[src/rtl/ppd_pkg.sv]
// ----------------------------------------------------------------------------
// Point-to-polyline distance package
// Shared widths, types and the shared multiplier function.
// ----------------------------------------------------------------------------
`default_nettype none
package ppd_pkg;
    localparam int CoordW = 24;             // vertex and query coordinate width
    localparam int DiffW  = CoordW + 1;     // coordinate difference
    localparam int MulW   = DiffW + 1;      // multiplier operand (signed)
    localparam int ProdW  = 2 * MulW;       // multiplier product and sums
    localparam int SqW    = 50;             // squared distance result
    localparam int HalfW  = SqW / 2;        // half of the cross magnitude
    localparam int NumW   = 2 * SqW;        // squared cross product
    localparam int CntW   = $clog2(NumW);
    localparam int FifoDepth = 2;
    localparam int PtrW   = $clog2(FifoDepth);
    localparam int FillW  = $clog2(FifoDepth + 1);
    localparam int AddrW  = 3;

    localparam logic [SqW-1:0] SqMax = {SqW{1'b1}};

    typedef logic signed [CoordW-1:0] t_coord;

    typedef struct packed {
        t_coord x;
        t_coord y;
        logic   last;
        logic   first;
    } t_vtx;

    typedef struct packed {
        t_coord qx;
        t_coord qy;
    } t_query;

    function automatic logic signed [ProdW-1:0] mul_s(
        input logic signed [MulW-1:0] a,
        input logic signed [MulW-1:0] b
    );
        mul_s = a * b;
    endfunction
endpackage
`default_nettype wire

[src/rtl/ppd_cfg.sv]
// ----------------------------------------------------------------------------
// Query point registers
// APB-style register file holding the query point coordinates.
// ----------------------------------------------------------------------------
`default_nettype none
module ppd_cfg import ppd_pkg::*; (
    input  wire logic             i_clk,
    input  wire logic             i_rst_n,
    input  wire logic             i_psel,
    input  wire logic             i_penable,
    input  wire logic             i_pwrite,
    input  wire logic [AddrW-1:0] i_paddr,
    input  wire logic [31:0]      i_pwdata,
    output logic      [31:0]      o_prdata,
    output t_query                o_query
);
    t_query r_query;
    logic   wr;

    assign wr = i_psel && i_penable && i_pwrite;

    always_ff @(posedge i_clk) begin
        if (!i_rst_n) begin
            r_query <= '0;
        end else if (wr) begin
            if (i_paddr[2]) r_query.qy <= i_pwdata[CoordW-1:0];
            else            r_query.qx <= i_pwdata[CoordW-1:0];
        end
    end

    always_comb begin
        if (i_paddr[2]) o_prdata = 32'(r_query.qy);
        else            o_prdata = 32'(r_query.qx);
    end

    assign o_query = r_query;
endmodule
`default_nettype wire

[src/rtl/ppd_front.sv]
// ----------------------------------------------------------------------------
// Vertex front end
// Accepts vertices and marks the first vertex of each polyline.
// ----------------------------------------------------------------------------
`default_nettype none
module ppd_front import ppd_pkg::*; (
    input  wire logic   i_clk,
    input  wire logic   i_rst_n,
    input  wire logic   i_valid,
    input  wire t_coord i_point_x,
    input  wire t_coord i_point_y,
    input  wire logic   i_is_last,
    input  wire logic   i_full,
    output logic        o_stall,
    output logic        o_push,
    output t_vtx        o_vtx
);
    logic r_mid_line;

    assign o_stall = i_full;
    assign o_push  = i_valid && !i_full;

    always_ff @(posedge i_clk) begin
        if (!i_rst_n) begin
            r_mid_line <= 1'b0;
        end else if (o_push) begin
            r_mid_line <= !i_is_last;
        end
    end

    always_comb begin
        o_vtx.x     = i_point_x;
        o_vtx.y     = i_point_y;
        o_vtx.last  = i_is_last;
        o_vtx.first = !r_mid_line;
    end
endmodule
`default_nettype wire

[src/rtl/ppd_fifo.sv]
// ----------------------------------------------------------------------------
// Vertex queue
// Short queue between the front end and the segment engine.
// ----------------------------------------------------------------------------
`default_nettype none
module ppd_fifo import ppd_pkg::*; (
    input  wire logic i_clk,
    input  wire logic i_rst_n,
    input  wire logic i_push,
    input  wire t_vtx i_vtx,
    input  wire logic i_pop,
    output logic      o_full,
    output logic      o_empty,
    output t_vtx      o_vtx
);
    t_vtx             r_mem [FifoDepth];
    logic [PtrW-1:0]  r_wptr, r_rptr;
    logic [FillW-1:0] r_fill;

    always_ff @(posedge i_clk) begin
        if (i_push) r_mem[r_wptr] <= i_vtx;
    end

    always_ff @(posedge i_clk) begin
        if (!i_rst_n) begin
            r_wptr <= '0;
            r_rptr <= '0;
            r_fill <= '0;
        end else begin
            if (i_push) r_wptr <= r_wptr + 1'b1;
            if (i_pop)  r_rptr <= r_rptr + 1'b1;
            if (i_push && !i_pop)      r_fill <= r_fill + 1'b1;
            else if (!i_push && i_pop) r_fill <= r_fill - 1'b1;
        end
    end

    assign o_full  = (r_fill == FillW'(FifoDepth));
    assign o_empty = (r_fill == '0);
    assign o_vtx   = r_mem[r_rptr];
endmodule
`default_nettype wire

[src/rtl/ppd_back.sv]
// ----------------------------------------------------------------------------
// Segment engine
// Sequences one shared multiplier and a bit-serial divider per segment.
// ----------------------------------------------------------------------------
`default_nettype none
module ppd_back import ppd_pkg::*; (
    input  wire logic           i_clk,
    input  wire logic           i_rst_n,
    input  wire t_query         i_query,
    input  wire logic           i_empty,
    input  wire t_vtx           i_vtx,
    output logic                o_pop,
    output logic                o_valid,
    input  wire logic           i_stall,
    output logic [SqW-1:0]      o_min_sq_distance
);
    localparam logic [4:0] S_IDLE = 5'd0,  S_L0 = 5'd1,  S_L1 = 5'd2,  S_L2 = 5'd3,
                           S_L3   = 5'd4,  S_L4 = 5'd5,  S_L5 = 5'd6,  S_L6 = 5'd7,
                           S_L7   = 5'd8,  S_L8 = 5'd9,  S_DEC = 5'd10, S_Q0 = 5'd11,
                           S_Q1   = 5'd12, S_Q2 = 5'd13, S_Q3 = 5'd14, S_DIV = 5'd15,
                           S_QS   = 5'd16, S_FIN = 5'd17;

    logic [4:0]              r_state;
    t_coord                  r_ax, r_ay, r_bx, r_by;
    logic                    r_first, r_last;
    logic signed [ProdW-1:0] r_p, r_len, r_e, r_dot, r_cr;
    logic [SqW-1:0]          r_c, r_cand, r_best, r_rem;
    logic                    r_use;
    logic [NumW-1:0]         r_num;
    logic [CntW-1:0]         r_cnt;
    logic                    r_ovalid;
    logic [SqW-1:0]          r_odata;

    logic signed [DiffW-1:0] dabx, daby, daqx, daqy, dbqx, dbqy;
    logic signed [MulW-1:0]  op_a, op_b;
    logic signed [ProdW-1:0] cr_abs;
    logic [HalfW-1:0]        c_hi, c_lo;
    logic [NumW-1:0]         p_ext;
    logic [SqW:0]            div_sh;
    logic                    div_ge;
    logic [SqW-1:0]          n_best;
    logic                    fin_hold;
    logic                    fin_out;

    always_comb begin
        dabx = DiffW'(r_ax) - DiffW'(r_bx);
        daby = DiffW'(r_ay) - DiffW'(r_by);
        daqx = DiffW'(r_ax) - DiffW'(i_query.qx);
        daqy = DiffW'(r_ay) - DiffW'(i_query.qy);
        dbqx = DiffW'(r_bx) - DiffW'(i_query.qx);
        dbqy = DiffW'(r_by) - DiffW'(i_query.qy);
        c_hi = r_c[SqW-1:HalfW];
        c_lo = r_c[HalfW-1:0];
        cr_abs = r_cr[ProdW-1] ? -r_cr : r_cr;
        p_ext = NumW'(r_p[SqW-1:0]);
        div_sh = {r_rem, r_num[NumW-1]};
        div_ge = div_sh >= {1'b0, r_len[SqW-1:0]};
    end

    // operand select for the shared multiplier
    always_comb begin
        case (r_state)
            S_L0:    begin op_a = MulW'(dabx); op_b = MulW'(dabx); end
            S_L1:    begin op_a = MulW'(daby); op_b = MulW'(daby); end
            S_L2:    begin op_a = MulW'(dbqx); op_b = MulW'(dbqx); end
            S_L3:    begin op_a = MulW'(dbqy); op_b = MulW'(dbqy); end
            S_L4:    begin op_a = MulW'(dabx); op_b = MulW'(daqx); end
            S_L5:    begin op_a = MulW'(daby); op_b = MulW'(daqy); end
            S_L6:    begin op_a = MulW'(dabx); op_b = MulW'(dbqy); end
            S_L7:    begin op_a = MulW'(daby); op_b = MulW'(dbqx); end
            S_Q0:    begin op_a = {1'b0, c_hi}; op_b = {1'b0, c_hi}; end
            S_Q1:    begin op_a = {1'b0, c_hi}; op_b = {1'b0, c_lo}; end
            S_Q2:    begin op_a = {1'b0, c_lo}; op_b = {1'b0, c_lo}; end
            default: begin op_a = '0; op_b = '0; end
        endcase
    end

    always_comb begin
        if (r_first)                       n_best = r_cand;
        else if (r_use && r_cand < r_best) n_best = r_cand;
        else                               n_best = r_best;
    end

    assign fin_hold = r_last && r_ovalid && i_stall;
    assign fin_out  = (r_state == S_FIN) && r_last && !fin_hold;
    assign o_pop    = (r_state == S_IDLE) && !i_empty;

    always_ff @(posedge i_clk) begin
        r_p <= mul_s(op_a, op_b);
        case (r_state)
            S_IDLE: begin
                r_bx    <= i_vtx.x;
                r_by    <= i_vtx.y;
                r_first <= i_vtx.first;
                r_last  <= i_vtx.last;
            end
            S_L1: r_len <= r_p;
            S_L2: r_len <= r_len + r_p;
            S_L3: r_e   <= r_p;
            S_L4: r_e   <= r_e + r_p;
            S_L5: r_dot <= r_p;
            S_L6: r_dot <= r_dot + r_p;
            S_L7: r_cr  <= r_p;
            S_L8: r_cr  <= r_cr - r_p;
            S_DEC: begin
                r_c    <= cr_abs[SqW-1:0];
                r_cand <= r_e[SqW-1:0];
                r_use  <= !r_dot[ProdW-1] || r_first || (r_len == '0);
                r_rem  <= '0;
                r_cnt  <= '0;
            end
            S_Q1: r_num <= {p_ext[SqW-1:0], {SqW{1'b0}}};
            S_Q2: r_num <= r_num + (p_ext << (HalfW + 1));
            S_Q3: r_num <= r_num + p_ext;
            S_DIV: begin
                r_rem <= div_ge ? SqW'(div_sh - {1'b0, r_len[SqW-1:0]}) : div_sh[SqW-1:0];
                r_num <= {r_num[NumW-2:0], div_ge};
                r_cnt <= r_cnt + 1'b1;
            end
            S_QS: r_cand <= (|r_num[NumW-1:SqW]) ? SqMax : r_num[SqW-1:0];
            S_FIN: begin
                if (!fin_hold) begin
                    r_ax <= r_bx;
                    r_ay <= r_by;
                end
            end
            default: ;
        endcase
    end

    always_ff @(posedge i_clk) begin
        if (!i_rst_n) begin
            r_state  <= S_IDLE;
            r_best   <= '0;
            r_ovalid <= 1'b0;
        end else begin
            if (fin_out)                   r_ovalid <= 1'b1;
            else if (r_ovalid && !i_stall) r_ovalid <= 1'b0;
            case (r_state)
                S_IDLE: if (!i_empty) r_state <= S_L0;
                S_L0:   r_state <= S_L1;
                S_L1:   r_state <= S_L2;
                S_L2:   r_state <= S_L3;
                S_L3:   r_state <= S_L4;
                S_L4:   r_state <= S_L5;
                S_L5:   r_state <= S_L6;
                S_L6:   r_state <= S_L7;
                S_L7:   r_state <= S_L8;
                S_L8:   r_state <= S_DEC;
                S_DEC: begin
                    // interior projection needs the divide, all else is settled
                    if (r_first || r_len == '0 || r_dot[ProdW-1] ||
                        (r_dot > r_len)) begin
                        r_state <= S_FIN;
                    end else begin
                        r_state <= S_Q0;
                    end
                end
                S_Q0:   r_state <= S_Q1;
                S_Q1:   r_state <= S_Q2;
                S_Q2:   r_state <= S_Q3;
                S_Q3:   r_state <= S_DIV;
                S_DIV:  if (r_cnt == CntW'(NumW - 1)) r_state <= S_QS;
                S_QS:   r_state <= S_FIN;
                S_FIN: begin
                    if (!fin_hold) begin
                        r_best  <= n_best;
                        r_state <= S_IDLE;
                        if (r_last) r_odata <= n_best;
                    end
                end
                default: r_state <= S_IDLE;
            endcase
        end
    end

    assign o_valid           = r_ovalid;
    assign o_min_sq_distance = r_odata;
endmodule
`default_nettype wire

[src/rtl/point_polyline_min_distance_top.sv]
// ----------------------------------------------------------------------------
// Point to polyline minimum squared distance
// Streams polyline vertices and reports the least squared distance to a query.
// ----------------------------------------------------------------------------
// Channel   Direction  Handshake           Payload
// vertex    in         i_valid / o_stall   i_point_x, i_point_y, i_is_last
// result    out        o_valid / i_stall   o_min_sq_distance
// config    in         APB write/read      query_x @0x0, query_y @0x4
//
// A first vertex, a skipped segment or one clamped to its end vertex skips
// the divide; a segment with an interior projection runs the one-bit-per-cycle
// divider over the 100-bit squared cross product.
// Reset clears the query point, the running minimum and the line state.
// A two-entry queue lets vertices arrive while the engine works; a result
// waits in the output register and the engine stalls only on the next last.
`default_nettype none
module point_polyline_min_distance_top import ppd_pkg::*; (
    input  wire logic             i_clk,
    input  wire logic             i_rst_n,
    input  wire logic             i_valid,
    output logic                  o_stall,
    input  wire t_coord           i_point_x,
    input  wire t_coord           i_point_y,
    input  wire logic             i_is_last,
    output logic                  o_valid,
    input  wire logic             i_stall,
    output logic [SqW-1:0]        o_min_sq_distance,
    input  wire logic             i_psel,
    input  wire logic             i_penable,
    input  wire logic             i_pwrite,
    input  wire logic [AddrW-1:0] i_paddr,
    input  wire logic [31:0]      i_pwdata,
    output logic      [31:0]      o_prdata,
    output logic                  o_pready
);
    t_query query;
    t_vtx   push_vtx, pop_vtx;
    logic   push, pop, full, empty;

    assign o_pready = 1'b1;

    ppd_cfg u_cfg (
        .i_clk, .i_rst_n, .i_psel, .i_penable, .i_pwrite, .i_paddr, .i_pwdata,
        .o_prdata, .o_query(query)
    );

    ppd_front u_front (
        .i_clk, .i_rst_n, .i_valid, .i_point_x, .i_point_y, .i_is_last,
        .i_full(full), .o_stall, .o_push(push), .o_vtx(push_vtx)
    );

    ppd_fifo u_fifo (
        .i_clk, .i_rst_n, .i_push(push), .i_vtx(push_vtx), .i_pop(pop),
        .o_full(full), .o_empty(empty), .o_vtx(pop_vtx)
    );

    ppd_back u_back (
        .i_clk, .i_rst_n, .i_query(query), .i_empty(empty), .i_vtx(pop_vtx),
        .o_pop(pop), .o_valid, .i_stall, .o_min_sq_distance
    );
endmodule
`default_nettype wire
[config.mk]
export PLATFORM = sky130hd
export DESIGN_NAME = point_polyline_min_distance_top
export DESIGN_NICKNAME = d
export VERILOG_FILES = /design/src/rtl/ppd_pkg.sv /design/src/rtl/ppd_cfg.sv /design/src/rtl/ppd_front.sv /design/src/rtl/ppd_fifo.sv /design/src/rtl/ppd_back.sv /design/src/rtl/point_polyline_min_distance_top.sv
export SDC_FILE = /design/constraint.sdc
export NUM_CORES = 2
export LEC_CHECK = 0
export ABC_CLOCK_PERIOD_IN_PS = 9600
export BUFFER_PORTS_ARGS = -buffer_cell sky130_fd_sc_hd__buf_2
export CAP_MARGIN = 25
export CORE_ASPECT_RATIO = 0.6
export CORE_MARGIN = 1.5
export CORE_UTILIZATION = 40
export CTS_CLUSTER_DIAMETER = 80
export CTS_CLUSTER_SIZE = 28
export DETAILED_ROUTE_END_ITERATION = 10
export SYNTH_ARGS = -nofsm -noshare
export SYNTH_HDL_FRONTEND = slang
export SYNTH_SLANG_ARGS = --single-unit
[constraint.sdc]
create_clock -name i_clk -period 9.6 [get_ports i_clk]
set_clock_uncertainty 0.15 [all_clocks]
set_input_delay 0.96 -clock i_clk [delete_from_list [all_inputs] [get_ports i_clk]]
set_output_delay 0.96 -clock i_clk [all_outputs]
set_load 0.02 [all_outputs]
# == Word-level counts from Yosys, hierarchy flattened ==
# Memories as Yosys holds them, arrays and structs flattened. A register that Yosys moved wholly into a read port is not among the register bits.
# Cells that the tools add are included.
# classes
add_sub_neg,19
mul,1
n_lt_le_gt_ge,3
eq_ne,22
mux,27
bitwise,2
reduce_logical,50
# op_table
cell,count
one-hot mux 52 bit (2 select lines),4
one-hot mux 100 bit (4 select lines),1
two-way mux 50 bit,5
one-hot mux 26 bit (8 select lines),1
one-hot mux 50 bit (2 select lines),2
adder 52 bit,3
one-hot mux 26 bit (6 select lines),1
subtractor 24 x 24 -> 25 bit,6
adder 100 x 50 -> 100 bit,1
adder 100 x 76 -> 100 bit,1
one-hot mux 5 bit (18 select lines),1
greater-than comparator 52 bit,1
zero test 52 bit,1
multiplier 26 x 26 -> 52 bit,1
subtractor 52 bit,1
greater-or-equal comparator 51 x 50 -> 1 bit,1
less-than comparator 50 bit,1
negator 50 bit,1
OR reduction 50 bit,1
subtractor 50 bit,1
== test 5 x 4 -> 1 bit (second input constant),8
two-way mux 32 bit,1
== test 5 x 3 -> 1 bit (second input constant),4
two-way mux 5 bit,4
other kinds (27),72
# totals
regBits,725
ram_bits,100
input_bits,91
out_inout_bits,85
elab_cells,148
memories,1
# memory_table
name,words,width,read_ports,rd_clocked_by_memory_dff,wr,line,text
u_fifo.r_mem,2,50,1,1,1,ppd_fifo.sv:16,t_vtx r_mem [FifoDepth];

# == Logic depth before layout (Yosys ltp) ==
# logic_depth
depth_word,7
ltp_mapped,43

# == By module ==
# From an unflattened synthesis, not the netlist that was laid out.
# hier_totals
hier_cells,10045
hier_area_um2,91637.9
# by_module_without_submodules
mod,n_inst,cells_per_inst,area_each_um2,seq_area_each_um2
ppd_back,1,9592,85208.0,20539.7
ppd_fifo,1,178,3814.9,3103.0
ppd_cfg,1,218,2173.3,960.9
ppd_front,1,55,430.4,20.0
point_polyline_min_distance_top,1,2,11.3,0.0

# == Worst setup path before layout ==
# No wires, ideal clock.
# synth_path
kind,register -> register
startpoint,register u_back.r_bx[0]
endpoint,register u_back.r_p[48]
setup_ns,0.120
arrival_ns,9.647
path_slack_ns,-0.317
path_stages_with_launch,38
synth_period_minus_slack_ns,9.917
cell_sequence,edfxtp_1 -> inv_1 -> ha_1 -> inv_1 -> fa_1 -> a21o_1 -> a21oi_1 -> o21a_1 -> o21ai_1 -> a311oi_2 -> a21oi_1 -> o31ai_1 -> a21oi_1 -> o21ai_0 -> or3_1 -> clkbuf_1 -> clkbuf_1 -> nand2_1 -> [2 not listed] -> fa_1 -> fa_1 -> fa_1 -> fa_1 -> fa_1 -> inv_1 -> fa_1 -> inv_1 -> ha_1 -> a21o_1 -> a21o_1 -> a21o_1 -> a21o_1 -> a21o_1 -> a21o_1 -> o21ai_0 -> nand2b_1 -> xor2_1
# synth_via
elab_chain_len,3
elab_cells_between_ends,5
classes_between,add/sub (2); mul (1); mux (2)
# synth_lines
item,line,text
"start, declared",ppd_back.sv:24,"t_coord r_ax, r_ay, r_bx, r_by;"
"start signal, assigned",ppd_back.sv:92,r_bx <= i_vtx.x;
subtractor 24 x 24 -> 25 bit (on tied branches),"ppd_back.sv:50, ppd_back.sv:46",
one-hot mux 26 bit (8 select lines) or one-hot mux 26 bit (6 select lines) (tied branches),ppd_back.sv:62,case (r_state)
multiplier 26 x 26 -> 52 bit (*),ppd_pkg.sv:40,mul_s = a * b;
"end signal, assigned",ppd_back.sv:89,"r_p <= mul_s(op_a, op_b);"
"end, declared",ppd_back.sv:26,"logic signed [ProdW-1:0] r_p, r_len, r_e, r_dot, r_cr;"
# Every way passes the cells marked *; elsewhere a longest branch is shown, timed or not.
# A chain may end at the register's enable or synchronous reset.

# == Worst setup path after layout ==
# layout_path
startpoint,register u_back.r_bx[0]
endpoint,register u_back.r_p[51]
# The elaborated chain is that of the path after synthesis.

==> results.yml <==
floorplan:
  die-area_um2: 230000
  placementRows: 135
  fp.coreArea_um2: 225000
  die_h_um: 372
  die_w_um: 618
  ios: 176
  initial_core_util_pct: 40.2
clocking:
  numClockSinks: 873
  cts_tree: "built"
  cts.path.max_buffers: 3
  cts-root-buf: "clkbuf_16"
  htreeDepth: 2
  clock_latency_ps: 780
  cts_buffers: 57
  clk_pin_slew_ps: 120
logic_synthesis:
  synthXorXnorAreaFrac_pct: 5.59
  synth_compound_area_share_pct: 18.2
  synth_commonest_cells: "nand2_1 (1350), inv_1 (1132), ha_1 (745)"
  syn_area_um2: 90700
  synth_cells: 10000
  synthAdderAreaFrac_pct: 26.2
  synth_top_family_by_area: "adder cells"
  ys_warn_count: 0
  ys_ff_latch: 873
  synth_fp_nets: 11600
  synth_most_common_cell: "nand2_1"
  synthFlopType: "edfxtp_1"
  synth_cell_types: 95
  synth_edf_count: 712
  synth_top_area_share_pct: 23.6
  synthSimpleGateAreaFrac_pct: 14.4
  yosysTopAreaCell: "edfxtp_1"
  synthMuxAreaShare_pct: 1.83
  synth_area_leaders: "edfxtp_1 (24%), fa_1 (16%), ha_1 (10%), nand2_1 (5.6%), inv_1 (4.7%)"
  synthArstFlopShare_pct: 0
  syn_area_per_cell_um2: 9.05
  ys_seq_area_share_pct: 27.1
critical_path:
  path_common_cell: "fa_1"
  r2r_cells: 42
  crit_arrival_ps: 10720
  timing.rr.start: "u_back.r_bx[0]$_DFFE_PP_"
  rrSetupSlack_ps: -590
  path_max_fanout: 5
  slowest_delay_ps: 540
  critPathRequiredTime_ps: 10130
  critPathLaunch: "u_back.r_bx[0]$_DFFE_PP_"
  end_kind: "register"
  start_kind: "register"
  cpMaxStageDelayCell: "fa_1"
  worstSetupPathType: "register to register"
global_routing:
  grt_pass1_wl_um: 522000
  busiest_layer: "met1"
  grt_util_all_layers_pct: 30.7
  grtUsageMet1_pct: 49.4
  grt_overflow: 0
  grt_pass1_vias: 76200
  grt_max_degree: 101
  antenna_found_initial: 29
  grt_use_met3_pct: 10.8
  gr-usage-met2_pct: 38.1
status:
  status: "finished, violations left"
  violations: "design-rule violations, negative setup slack"
drt:
  vias_per_cell: 5.87
  antenna_left: 0
  dr_total_vias: 81900
  wl_um: 361000
  first_iter_violations: 10900
  drc: 3
  first_pass_iters: 11
  wl_per_cell_um: 25.9
timing:
  slew_viol_final: 0
  hold_viol: 0
  fin_crit_sh_pct: 106
  worstMarginPinSlew_ps: 1210
  report.final.setup_viol: 20
  finalWorstSetupSlack_ps: -589
  rsz0062_at_grt: "yes"
  max_freq_ghz: 0.0981
  hold_ws_ps: 206
  slew_headroom_pct: 19.1
  fin_crit_ps: 10190
place:
  numPortBuffers: 164
  place.gp.congestion: 1.03
  dpl.hpwl_um: 288000
flow_run:
  maxCapViolations: 0
final_layout:
  syn2layout_area_growth_pct: 17.6
  nets: 12400
  drive_above_1_share_pct: 16.1
min_path:
  whs_path_depth: 1
  worstHoldPathType: "primary input to register"
  hp-start: "i_point_x[3]"
[stage by stage]
step	std cells	instance area (µm²)	setup TNS [ps]	setup slack [ps]	utilization, %
floorplan	10000	90800	0	46.4	-
global placement	13800	102000	-16870	-1030	45.3
detailed placement	13800	102000	-18500	-1130	45.3
CTS	13900	106000	-5430	-616	46.9
global route	13900	107000	-13230	-1000	47.3
finish	14000	107000	-5770	-589	47.3
[metal layers]
metal	vias to the layer above	part of all wire (%)
li1	36700	-
met1	40500	48
met2	4376	36
met3	328	14
met4	10	1.7
met5	-	0.013
[logic make-up (layout without fill, tap and decap cells)]
logic type / after synthesis / after routing
buffers and inverters: 1569 / 2471
AO/OA/AOI/OAI: 2542 / 2542
adder cells (fa/ha/maj): 1469 / 1469
XOR/XNOR: 579 / 579
flip-flops: 873 / 873
AND/OR/NAND/NOR: 2832 / 2832
other: 1 / 11
multiplexers: 159 / 159
[state kept, by name, indices dropped and copies added (netlist names), 24 cells and up]
name                      count
u_back.r_num                100
u_back.r_dot                 52
u_back.r_cand                50
u_back.r_p                   52
u_back.r_e                   50
u_back.r_bx                  24
u_back.o_min_sq_distance     50
u_fifo.r_mem                100
u_back.r_len                 52
u_back.r_best                50
u_cfg.o_query                48
u_back.r_c                   50
u_back.r_cr                  52
u_back.r_ay                  24
u_back.r_rem                 50
u_back.r_by                  24
u_back.r_ax                  24
[worst max-delay path: cells and delay by family, from the launching register on]
family | cells | cell delay, ps
buffers and inverters | 11 | 1070
AOI/OAI and AO/OA | 15 | 3390
xor gates and xnor gates | 2 | 250
DFF | 1 | 410
adders and majority gates | 10 | 4310
and+or+nand+nor | 4 | 500
[placed cells by master, fill, tap and decap left out, drive strengths merged, types with 67 or more instances in the layout]
cell	synthesis	final
nand2	1350	1350
buf	40	1229
inv	1132	1158
ha	745	745
fa	724	724
edfxtp	712	712
o21ai	672	672
a21oi	585	585
nor2	450	450
xnor2	369	369
a21o	341	341
xor2	210	210
dfxtp	161	161
nand3	155	155
and2	134	134
nor3	128	128
nor2b	118	118
mux2i	105	105
nand4	104	104
nand2b	103	103
o21bai	81	81
and3	80	80
o21a	76	76
a31oi	76	76
clkbuf	397	69
a21boi	68	68
a211oi	67	67
[timing repair]
action	in CTS	in global routing
pin swaps	138	76
endpoints found under the setup margin	31	33
endpoints found under the hold margin	0	0
buffers inserted	45	24
hold buffers	0	0
gates resized for setup	230	148
gates cloned	1	1
[path summary, 6_finish.rpt]
check                                         to
setup / recovery          u_back.r_p[51]$_DFF_P_
hold / removal     u_fifo.r_mem[1][29]$_DFFE_PP_
setup reg to reg          u_back.r_p[51]$_DFF_P_
hold reg to reg   u_back.r_best[37]$_SDFFE_PN0P_
[area by class of cell]
type                            count  area [µm²]
Fill cell                       21500      119000
Clock inverter                     41         707
Tap cell                         3014        3770
Sequential cell                   873       24600
Timing Repair Buffer             1231        9900
Multi-Input combinational cell   7582       61900
Antenna cell                       10        25.0
Inverter                         1132        4250
Clock buffer                       67        1540
Power is not shown: default switching activity piles up to over one toggle a cycle in this logic, so the estimate is an artifact.
